<file path="config.mk">
export PLATFORM = sky130hd
export DESIGN_NAME = fat12_geometry_calc_top_flat
export DESIGN_NICKNAME = d
export VERILOG_FILES = /design/src/rtl/fgc_pkg.sv /design/src/rtl/fgc_if.sv /design/src/rtl/fat12_geometry_calc_top.sv /design/src/flat_wrapper.sv
export SDC_FILE = /design/constraint.sdc
export NUM_CORES = 1
export LEC_CHECK = 0
export BUFFER_PORTS_ARGS = -buffer_cell sky130_fd_sc_hd__buf_2
export CORE_ASPECT_RATIO = 0.5
export CORE_UTILIZATION = 45
export DETAILED_ROUTE_END_ITERATION = 16
export PLACE_DENSITY = 0.71
export SYNTH_ARGS = -nofsm -noshare
export SYNTH_HDL_FRONTEND = slang
export SYNTH_SLANG_ARGS = --single-unit
</file>
<file path="constraint.sdc">
create_clock -name clk_i -period 7.4 [get_ports clk_i]
set_clock_uncertainty 0.2 [all_clocks]
set_input_delay 0 -clock clk_i [delete_from_list [all_inputs] [get_ports clk_i]]
set_output_delay 0 -clock clk_i [all_outputs]
set_load 0.05 [all_outputs]
</file>
<file path="src/rtl/fgc_pkg.sv">
`timescale 1ns / 1ps
`default_nettype none

package fgc_pkg;

  // field widths
  localparam int unsigned SizeW    = 25;
  localparam int unsigned CountW   = 16;
  localparam int unsigned GeoW     = 8;
  localparam int unsigned SpcW     = 4;
  localparam int unsigned RootW    = 10;
  localparam int unsigned FatW     = 8;

  // datapath widths
  localparam int unsigned SectorShift = 9;
  localparam int unsigned SqW         = 2 * (GeoW + 1);
  localparam int unsigned ProdW       = SqW + GeoW + 1;
  localparam int unsigned StepW       = 4;

  // thresholds and fixed values
  localparam logic [SizeW-1:0]  RootSizeLimit   = 25'h008C000;
  localparam logic [RootW-1:0]  RootSmall       = 10'h020;
  localparam logic [RootW-1:0]  RootLarge       = 10'h200;
  localparam logic [CountW-1:0] BigClusterLimit = 16'(8 << 10);
  localparam logic [CountW-1:0] MidClusterLimit = 16'(1 << 10);

  // program addresses
  localparam logic [StepW-1:0] S_IDLE   = 4'd0;
  localparam logic [StepW-1:0] S_LSQ    = 4'd1;
  localparam logic [StepW-1:0] S_LPR    = 4'd2;
  localparam logic [StepW-1:0] S_LGROW  = 4'd3;
  localparam logic [StepW-1:0] S_TSQ    = 4'd4;
  localparam logic [StepW-1:0] S_TPR    = 4'd5;
  localparam logic [StepW-1:0] S_TFIT   = 4'd6;
  localparam logic [StepW-1:0] S_LOOP   = 4'd7;
  localparam logic [StepW-1:0] S_FSQ    = 4'd8;
  localparam logic [StepW-1:0] S_FPR    = 4'd9;
  localparam logic [StepW-1:0] S_FTRK   = 4'd10;
  localparam logic [StepW-1:0] S_SPC    = 4'd11;
  localparam logic [StepW-1:0] S_FAT    = 4'd12;
  localparam logic [StepW-1:0] S_OUT    = 4'd13;

  typedef enum logic [1:0] {
    SQ_NONE,
    SQ_INC,
    SQ_CUR
  } sq_op_e;

  typedef enum logic [1:0] {
    PR_NONE,
    PR_TRK,
    PR_TRK1
  } pr_op_e;

  typedef enum logic [2:0] {
    UPD_NONE,
    UPD_LOAD,
    UPD_GROW,
    UPD_COUNT,
    UPD_TRACK,
    UPD_SPC,
    UPD_FAT,
    UPD_OUT
  } upd_op_e;

  typedef enum logic [2:0] {
    JC_NEXT,
    JC_ALWAYS,
    JC_OVER,
    JC_WAIT_IN,
    JC_WAIT_OUT
  } jmp_op_e;

  typedef struct packed {
    sq_op_e             sq;
    pr_op_e             pr;
    upd_op_e            upd;
    logic               upd_fit;
    jmp_op_e            jmp;
    logic [StepW-1:0]   target;
  } ctrl_word_t;

  // control store
  function automatic ctrl_word_t ctrl_rom(input logic [StepW-1:0] step);
    ctrl_word_t w;
    w = '{sq: SQ_NONE, pr: PR_NONE, upd: UPD_NONE, upd_fit: 1'b0,
          jmp: JC_ALWAYS, target: S_IDLE};
    case (step)
      S_IDLE:  begin w.upd = UPD_LOAD; w.jmp = JC_WAIT_IN; end
      S_LSQ:   begin w.sq = SQ_INC; w.jmp = JC_NEXT; end
      S_LPR:   begin w.pr = PR_TRK; w.jmp = JC_NEXT; end
      S_LGROW: begin
        w.upd = UPD_GROW; w.upd_fit = 1'b1; w.jmp = JC_OVER; w.target = S_FSQ;
      end
      S_TSQ:   begin w.sq = SQ_CUR; w.jmp = JC_NEXT; end
      S_TPR:   begin w.pr = PR_TRK; w.jmp = JC_NEXT; end
      S_TFIT:  begin
        w.upd = UPD_COUNT; w.upd_fit = 1'b1; w.jmp = JC_OVER; w.target = S_FSQ;
      end
      S_LOOP:  begin w.jmp = JC_ALWAYS; w.target = S_LSQ; end
      S_FSQ:   begin w.sq = SQ_CUR; w.jmp = JC_NEXT; end
      S_FPR:   begin w.pr = PR_TRK1; w.jmp = JC_NEXT; end
      S_FTRK:  begin w.upd = UPD_TRACK; w.upd_fit = 1'b1; w.jmp = JC_NEXT; end
      S_SPC:   begin w.upd = UPD_SPC; w.jmp = JC_NEXT; end
      S_FAT:   begin w.upd = UPD_FAT; w.jmp = JC_NEXT; end
      S_OUT:   begin w.upd = UPD_OUT; w.jmp = JC_WAIT_OUT; w.target = S_IDLE; end
      default: begin w.jmp = JC_ALWAYS; w.target = S_IDLE; end
    endcase
    return w;
  endfunction

endpackage

`default_nettype wire

</file>
<file path="src/rtl/fgc_if.sv">
`timescale 1ns / 1ps
`default_nettype none

// size channel
interface fgc_in_if import fgc_pkg::*; ();
  logic             valid;
  logic             ready;
  logic [SizeW-1:0] size_bytes;

  modport source (output valid, output size_bytes, input ready);
  modport sink   (input valid, input size_bytes, output ready);
endinterface

// geometry channel
interface fgc_out_if import fgc_pkg::*; ();
  logic              valid;
  logic              ready;
  logic [CountW-1:0] sector_count;
  logic [GeoW-1:0]   sectors_per_track;
  logic [GeoW-1:0]   head_count;
  logic [SpcW-1:0]   sectors_per_cluster;
  logic [RootW-1:0]  root_entry_count;
  logic [CountW-1:0] cluster_count;
  logic [FatW-1:0]   fat_sectors;

  modport source (output valid, output sector_count, output sectors_per_track,
                  output head_count, output sectors_per_cluster,
                  output root_entry_count, output cluster_count,
                  output fat_sectors, input ready);
  modport sink   (input valid, input sector_count, input sectors_per_track,
                  input head_count, input sectors_per_cluster,
                  input root_entry_count, input cluster_count,
                  input fat_sectors, output ready);
endinterface

`default_nettype wire

</file>
<file path="src/rtl/fat12_geometry_calc_top.sv">
`timescale 1ns / 1ps
`default_nettype none

// FAT12 volume geometry from a storage size in bytes.
// in_i carries one item per volume: size_bytes. out_o returns one item per
// input: sector count, sectors per track, heads, sectors per cluster, root
// entries, cluster count and FAT sectors.
// A short microprogram in a control store steps a datapath with a squarer
// and a multiplier: each pass of the head/track search takes seven steps
// (square, product, compare and update, twice, then the loop jump).
// After the loop, the last track step (square, product, update) and the
// cluster, FAT and output steps follow.
// One item is worked on at a time: in_i.ready is high only while the
// sequencer waits at its idle step, so no new item is taken before the
// last one's result has reached the output register.
// Results sit in an output register; if it still holds a result and
// out_o.ready is low, the sequencer holds its last step until the register
// is free, and the next item is taken as soon as the result has been moved
// to the register.
// Reset (rst_ni low, asynchronous) returns the sequencer to idle and empties
// the output register; no clearing pass is needed.

module fat12_geometry_calc_top import fgc_pkg::*; (
  input  wire     clk_i,
  input  wire     rst_ni,
  fgc_in_if.sink    in_i,
  fgc_out_if.source out_o
);

  logic [StepW-1:0]  step_q, step_d;
  logic              out_valid_q, out_valid_d;
  ctrl_word_t        cw;

  logic [CountW-1:0] limit_q;
  logic              root_large_q;
  logic [GeoW-1:0]   trk_q;
  logic [GeoW-1:0]   heads_q;
  logic [CountW-1:0] count_q;
  logic [SqW-1:0]    sq_q;
  logic [ProdW-1:0]  prod_q;
  logic [SpcW-1:0]   spc_q;
  logic [CountW-1:0] clusters_q;
  logic [FatW-1:0]   fat_q;

  logic              in_acc;
  logic              slot_free;
  logic              over;
  logic              do_upd;
  logic [GeoW:0]     sq_base;
  logic [GeoW:0]     pr_base;

  // cluster and fat arithmetic
  logic [1:0]        cl_shift;
  logic [SpcW-1:0]   spc_new;
  logic [CountW:0]   cl_sum;
  logic [CountW:0]   cl_shifted;
  logic [CountW:0]   half_sum;
  logic [CountW+1:0] fat_bytes;
  logic [CountW+1:0] fat_sum;

  assign cw        = ctrl_rom(step_q);
  assign in_acc    = in_i.valid && in_i.ready;
  assign slot_free = !out_valid_q || out_o.ready;
  assign over      = prod_q > {{(ProdW-CountW){1'b0}}, limit_q};
  assign do_upd    = !cw.upd_fit || !over;

  assign in_i.ready = (step_q == S_IDLE);

  // multiplier operands
  always_comb begin
    sq_base = {1'b0, heads_q};
    if (cw.sq == SQ_INC) sq_base = {1'b0, heads_q} + {{GeoW{1'b0}}, 1'b1};
    pr_base = {1'b0, trk_q};
    if (cw.pr == PR_TRK1) pr_base = {1'b0, trk_q} + {{GeoW{1'b0}}, 1'b1};
  end

  // cluster size and rounding
  always_comb begin
    if (count_q > BigClusterLimit) begin
      spc_new  = 4'd8;
      cl_shift = 2'd3;
    end else if (count_q > MidClusterLimit) begin
      spc_new  = 4'd4;
      cl_shift = 2'd2;
    end else begin
      spc_new  = 4'd1;
      cl_shift = 2'd0;
    end
    cl_sum     = {1'b0, count_q} + {{(CountW+1-SpcW){1'b0}}, spc_new - 4'd1};
    cl_shifted = cl_sum >> cl_shift;
    half_sum   = {1'b0, clusters_q} + {{CountW{1'b0}}, 1'b1};
    fat_bytes  = {2'b00, half_sum[CountW:1]} + {1'b0, half_sum[CountW:1], 1'b0};
    fat_sum    = fat_bytes + (CountW+2)'(511);
  end

  // step counter and jumps
  always_comb begin
    step_d      = step_q;
    out_valid_d = out_valid_q;
    if (out_valid_q && out_o.ready) out_valid_d = 1'b0;
    case (cw.jmp)
      JC_NEXT:     step_d = step_q + 4'd1;
      JC_ALWAYS:   step_d = cw.target;
      JC_OVER:     step_d = over ? cw.target : step_q + 4'd1;
      JC_WAIT_IN:  if (in_acc) step_d = step_q + 4'd1;
      JC_WAIT_OUT: begin
        if (slot_free) begin
          step_d      = cw.target;
          out_valid_d = 1'b1;
        end
      end
      default:     step_d = S_IDLE;
    endcase
  end

  always_ff @(posedge clk_i or negedge rst_ni) begin
    if (!rst_ni) begin
      step_q      <= S_IDLE;
      out_valid_q <= 1'b0;
    end else begin
      step_q      <= step_d;
      out_valid_q <= out_valid_d;
    end
  end

  // datapath
  always_ff @(posedge clk_i) begin
    if (cw.sq != SQ_NONE) sq_q <= SqW'(sq_base) * SqW'(sq_base);
    if (cw.pr != PR_NONE) prod_q <= ProdW'(pr_base) * ProdW'(sq_q);
    case (cw.upd)
      UPD_LOAD: begin
        if (in_acc) begin
          limit_q      <= in_i.size_bytes[SizeW-1:SectorShift];
          root_large_q <= !(in_i.size_bytes < RootSizeLimit);
          trk_q        <= GeoW'(1);
          heads_q      <= GeoW'(1);
          count_q      <= CountW'(1);
        end
      end
      UPD_GROW: begin
        if (do_upd) begin
          heads_q <= heads_q + GeoW'(1);
          trk_q   <= trk_q + GeoW'(1);
          count_q <= prod_q[CountW-1:0];
        end
      end
      UPD_COUNT: begin
        if (do_upd) count_q <= prod_q[CountW-1:0];
      end
      UPD_TRACK: begin
        if (do_upd) begin
          trk_q   <= trk_q + GeoW'(1);
          count_q <= prod_q[CountW-1:0];
        end
      end
      UPD_SPC: begin
        spc_q      <= spc_new;
        clusters_q <= cl_shifted[CountW-1:0];
      end
      UPD_FAT: fat_q <= fat_sum[SectorShift+FatW-1:SectorShift];
      UPD_OUT: begin
        if (slot_free) begin
          out_o.sector_count        <= count_q;
          out_o.sectors_per_track   <= trk_q;
          out_o.head_count          <= heads_q;
          out_o.sectors_per_cluster <= spc_q;
          out_o.root_entry_count    <= root_large_q ? RootLarge : RootSmall;
          out_o.cluster_count       <= clusters_q;
          out_o.fat_sectors         <= fat_q;
        end
      end
      default: ;
    endcase
  end

  assign out_o.valid = out_valid_q;

  // checks
  a_start: assert property (@(posedge clk_i) disable iff (!rst_ni)
    in_acc |=> step_q == S_LSQ)
    else $error("sequencer did not start after input item");

  a_trk_ge_heads: assert property (@(posedge clk_i) disable iff (!rst_ni)
    (step_q != S_IDLE) |-> trk_q >= heads_q)
    else $error("track count fell below head count");

  a_count_fits: assert property (@(posedge clk_i) disable iff (!rst_ni)
    (step_q != S_IDLE) |-> (count_q <= limit_q || count_q == CountW'(1)))
    else $error("sector count exceeds usable sectors");

  a_publish: assert property (@(posedge clk_i) disable iff (!rst_ni)
    (step_q == S_OUT && slot_free) |=> (out_o.valid && step_q == S_IDLE))
    else $error("result not moved to output register");

endmodule

`default_nettype wire
</file>
<file path="src/flat_wrapper.sv">
// flat-port wrapper written by rule: the top's interface ports become plain ports
module fat12_geometry_calc_top_flat import fgc_pkg::*;
  (clk_i, rst_ni, in_i_valid, in_i_size_bytes, in_i_ready, out_o_valid, out_o_sector_count, out_o_sectors_per_track, out_o_head_count, out_o_sectors_per_cluster, out_o_root_entry_count, out_o_cluster_count, out_o_fat_sectors, out_o_ready);
  fgc_in_if in_i_i ();
  fgc_out_if out_o_i ();
  input  wire clk_i;
  input  wire rst_ni;
  input wire logic [$bits(in_i_i.valid)-1:0] in_i_valid;
  input wire logic [$bits(in_i_i.size_bytes)-1:0] in_i_size_bytes;
  output wire logic [$bits(in_i_i.ready)-1:0] in_i_ready;
  output wire logic [$bits(out_o_i.valid)-1:0] out_o_valid;
  output wire logic [$bits(out_o_i.sector_count)-1:0] out_o_sector_count;
  output wire logic [$bits(out_o_i.sectors_per_track)-1:0] out_o_sectors_per_track;
  output wire logic [$bits(out_o_i.head_count)-1:0] out_o_head_count;
  output wire logic [$bits(out_o_i.sectors_per_cluster)-1:0] out_o_sectors_per_cluster;
  output wire logic [$bits(out_o_i.root_entry_count)-1:0] out_o_root_entry_count;
  output wire logic [$bits(out_o_i.cluster_count)-1:0] out_o_cluster_count;
  output wire logic [$bits(out_o_i.fat_sectors)-1:0] out_o_fat_sectors;
  input wire logic [$bits(out_o_i.ready)-1:0] out_o_ready;
  assign in_i_i.valid = in_i_valid;
  assign in_i_i.size_bytes = in_i_size_bytes;
  assign in_i_ready = in_i_i.ready;
  assign out_o_valid = out_o_i.valid;
  assign out_o_sector_count = out_o_i.sector_count;
  assign out_o_sectors_per_track = out_o_i.sectors_per_track;
  assign out_o_head_count = out_o_i.head_count;
  assign out_o_sectors_per_cluster = out_o_i.sectors_per_cluster;
  assign out_o_root_entry_count = out_o_i.root_entry_count;
  assign out_o_cluster_count = out_o_i.cluster_count;
  assign out_o_fat_sectors = out_o_i.fat_sectors;
  assign out_o_i.ready = out_o_ready;
  fat12_geometry_calc_top u_core (.clk_i(clk_i), .rst_ni(rst_ni), .in_i(in_i_i), .out_o(out_o_i));
endmodule
</file>
==> metrics.md <==
| Metric | Value |
|---|---|
| Core Footprint | 33500 um2 |
| Fraction of the cycle the final worst path needs | 90.1% |
| Remaining max-slew budget at the tightest pin | 15.1% |
| DRC Markers | 0 |
| Routability congestion estimate from global placement | 0.852 |
| End of the critical path | u_core.prod_q[25]$_DFFE_PP_ |
| Total Die Area | 35300 um2 |
| Global-route usage over all layers | 18.5% |
| Nets | 1898 |
| Number of buffers created by CTS | 17 |
| Kind of start point of the critical path | flip-flop |
| CP max stage delay | 540 ps |
| Post-CTS clock slew at the launch and capture registers of the worst setup and hold paths | 70 ps |
| Yosys top cell area share | 35.0% |
| TritonCTS clock tree | done |
| I/O pin count | 101 |
| Die extent in x | 265 um |
| Router iterations before antenna repair | 7 |
| Max-cap violations | 0 |
| CP endpoint kind | flip-flop |
| Number of failing hold endpoints at the final stage | 0 |
| Cells on worst reg2reg path | 21 |
| Sink count of the clock tree | 186 |
| Die span in y | 133 um |
| CTS Buffer Depth | 2 |
| RSZ-0062 raised after global routing | false |
| Average cell area after synthesis | 10.6 um2 |
| Kind of path behind the tightest hold check | in2reg |
| Largest net degree at the start of global routing | 62 |
| Transition time at the pin with the least slew margin | 1260 ps |
| GR Util met3 | 3.75% |
| Max Clock Freq | 0.150 GHz |
| Yosys Warn Count | 0 |
| Via count of the first global-routing pass | 10600 |
| Finish-stage setup viols | 0 |
| Layout cell share with drive strength beyond 1 | 9.56% |
| Number of H-tree branching levels | 4 |
| Post-synthesis sequential element count | 186 |
| Worst min-delay path startpoint | in_i_size_bytes[10] |
| Starting DRT DRC Count | 618 |
| Number of synthesized flops with an enable pin | 181 |
| Tmin final | 6660 ps |
| Number of antenna violations at the first check in global routing | 2 |
| Detailed Route WL | 30500 um |
| Fraction of the yosys area taken by sequential cells | 35.8% |
| Clk root buf | clkbuf_16 |
| Top cells by area, synth | edfxtp_1, fa_1, ha_1, inv_1, xnor2_1 |
| Resized Gates After CTS | 0 |
| Data arrival time of the critical path | 6670 ps |
| Area growth syn-to-layout | 11.5% |
| Critical path start-end classification | reg2reg |
| Floorplan row count | 47 |
| Number of pins exceeding their max-slew limit in the final report | 0 |
| Vias per Instance | 5.12 |
| Cells after Synth | 1470 |
| Post-synth top flop | edfxtp_1 |
| RR Endpoint | u_core.prod_q[25]$_DFFE_PP_ |
| Worst-case register-to-register setup slack | 740 ps |
| Count of input and output buffers | 82 |
| Slowest stage cell, crit path | fa_1 |
| Cell variety after synth | 68 |
| Grt met1 use | 23.5% |
| DRT antenna net count | 0 |
| Timing startpoint of the critical path | u_core.step_q[2]$_DFFE_PN0P_ |
| Overflow left after global routing | 0 |
| Netlist area before placement | 15500 um2 |
| Top cell type by total area after synthesis | edfxtp_1 |
| Later-pin clock latency in the skew report | 460 ps |
| Routed vias | 10500 |
| Outcome | finished, final reports clean |
| Total half-perimeter wirelength after legalization and detailed placement | 23400 um |
| GR Util met2 | 32.7% |
| Startpoint of the worst-slack reg-to-reg timing path | u_core.step_q[2]$_DFFE_PN0P_ |
| Total negative setup slack | 0 ps |
| Filler instances | 2967 |
| Fraction of registers with async set or reset after synthesis | 2.69% |
| Top Usage Layer GRT | met2 |
| Worst endpoint required time | 7410 ps |
| Initial core utilization | 46.3% |
| Largest fanout on the critical path | 11 |
| Ordered list of cells on the worst path | nor2b_1 > nand2_1 > nor2_1 > xor2_1 > nand2_1 > fa_1 > inv_1 > fa_1 > fa_1 > inv_1 > fa_1 > inv_1 > ha_1 > a21o_1 > or3_1 > o211a_1 > nor3b_1 > o21ai_0 > a31o_2 > a21oi_1 > xnor2_1 |
| First-pass GRT wire length | 51400 um |
| DR WL/cell | 14.9 um |
| Most frequent cell on the critical path | fa_1 |
[worst max-delay path: cells and delay by family (launching register included)]
kind | cells | cell delay [ps]
DFF | 1 | 510
buffers and inverters | 3 | 170
and+or+nand+nor | 6 | 1520
xor gates and xnor gates | 2 | 520
AOI/OAI and AO/OA | 5 | 1070
adders and majority gates | 5 | 2420
[Yosys cell counts (all sizes together) (25+ instances only)]
cell,number
nand3,25
nor2,89
xor2,32
edfxtp,181
ha,139
nand2,125
o21ai,34
fa,142
xnor2,62
inv,252
a21oi,51
and2,68
nor2b,55
[worst min-delay path by stage]
stage,endpoint,slack (ps),depth (start not counted)
after floorplan,u_core.out_o.valid$_DFF_PN0_,-500,0
after global routing,u_core.limit_q[7]$_DFFE_PP_,50,2
after detailed placement,u_core.out_o.valid$_DFF_PN0_,-370,1
after global placement,u_core.out_o.valid$_DFF_PN0_,-380,1
final,u_core.limit_q[1]$_DFFE_PP_,60,2
after CTS,u_core.limit_q[3]$_DFFE_PP_,30,2
[sequential cells by signal, indices dropped and copies added, names as in the netlist]
name                              count
u_core.prod_q                        27
u_core.sq_q                          17
u_core.clusters_q                    16
u_core.count_q                       16
u_core.limit_q                       16
u_core.out_o.cluster_count           16
u_core.out_o.sector_count            16
u_core.fat_q                          8
u_core.heads_q                        8
u_core.out_o.fat_sectors              8
u_core.out_o.head_count               8
u_core.out_o.sectors_per_track        8
u_core.trk_q                          8
u_core.step_q                         4
u_core.out_o.sectors_per_cluster      3
u_core.spc_q                          3
u_core.out_o.root_entry_count         2
u_core.out_o.valid                    1
u_core.root_large_q                   1
[through the flow]
stage / hold WS (ps) / area [um2] / utilization (%) / setup slack, ps / std cells
5_1_grt: 50.6 / 17300 / 51.6 / 296 / 2043
3_5_place_dp: -375 / 16500 / 49.2 / 791 / 1990
3_3_place_gp: -378 / 16500 / 49.2 / 865 / 1990
4_1_cts: 25.3 / 17300 / 51.6 / 742 / 2042
2_1_floorplan: -496 / 15600 / - / 1070 / 1484
6_report: 55.9 / 17300 / 51.6 / 735 / 2043
[routing by layer]
layer / up-vias / routed length, um
li1: 5060 / -
met1: 5156 / 13500
met2: 212 / 15300
met3: 35 / 1320
met4: 0 / 387
met5: - / 0
[final cells by class]
type,count,area [um2],area share (%)
multi-input combinational,1010,8890,51.4
sequential,186,5560,32.1
inverter,252,946,5.47
timing repair buffer,121,753,4.35
tap,441,552,3.19
clock buffer,17,425,2.46
clock inverter,15,173,0.998
antenna,1,2.50,0.0145
[what timing repair did]
item / 4_1_cts / 5_1_grt
endpoints found under the hold margin: 27 / 0
setup buffers: 0 / 0
hold buffers: 20 / 0
[cell usage in the layout (no fill, tap or decap), drive strengths merged, types with 6 or more instances in the layout]
cell,instances
xnor2,62
nor4,7
buf,101
nor3,16
nor2b,55
o21ai,34
or3,6
ha,139
and3,13
nand2b,11
a221oi,8
dlygate4sd3,20
nand2,125
a21oi,51
edfxtp,181
nor2,89
clkinv,7
fa,142
nand3,25
a21o,20
o21a,10
clkbuf,17
nand4,14
xor2,32
conb,16
inv,259
and2,68
[logic make-up after synthesis]
family	share of synthesized area [%]
multiplexers	0.395
other	0.0484
AO/OA/AOI/OAI	6.85
adder cells (fa/ha/maj)	29.5
AND/OR/NAND/NOR	14.7
flip-flops	35.8
XOR/XNOR	5.31
buffers and inverters	7.30
Power is left out: the tool's default activity adds up to more than one toggle a clock period on the data nets, which glitch-free logic cannot reach.
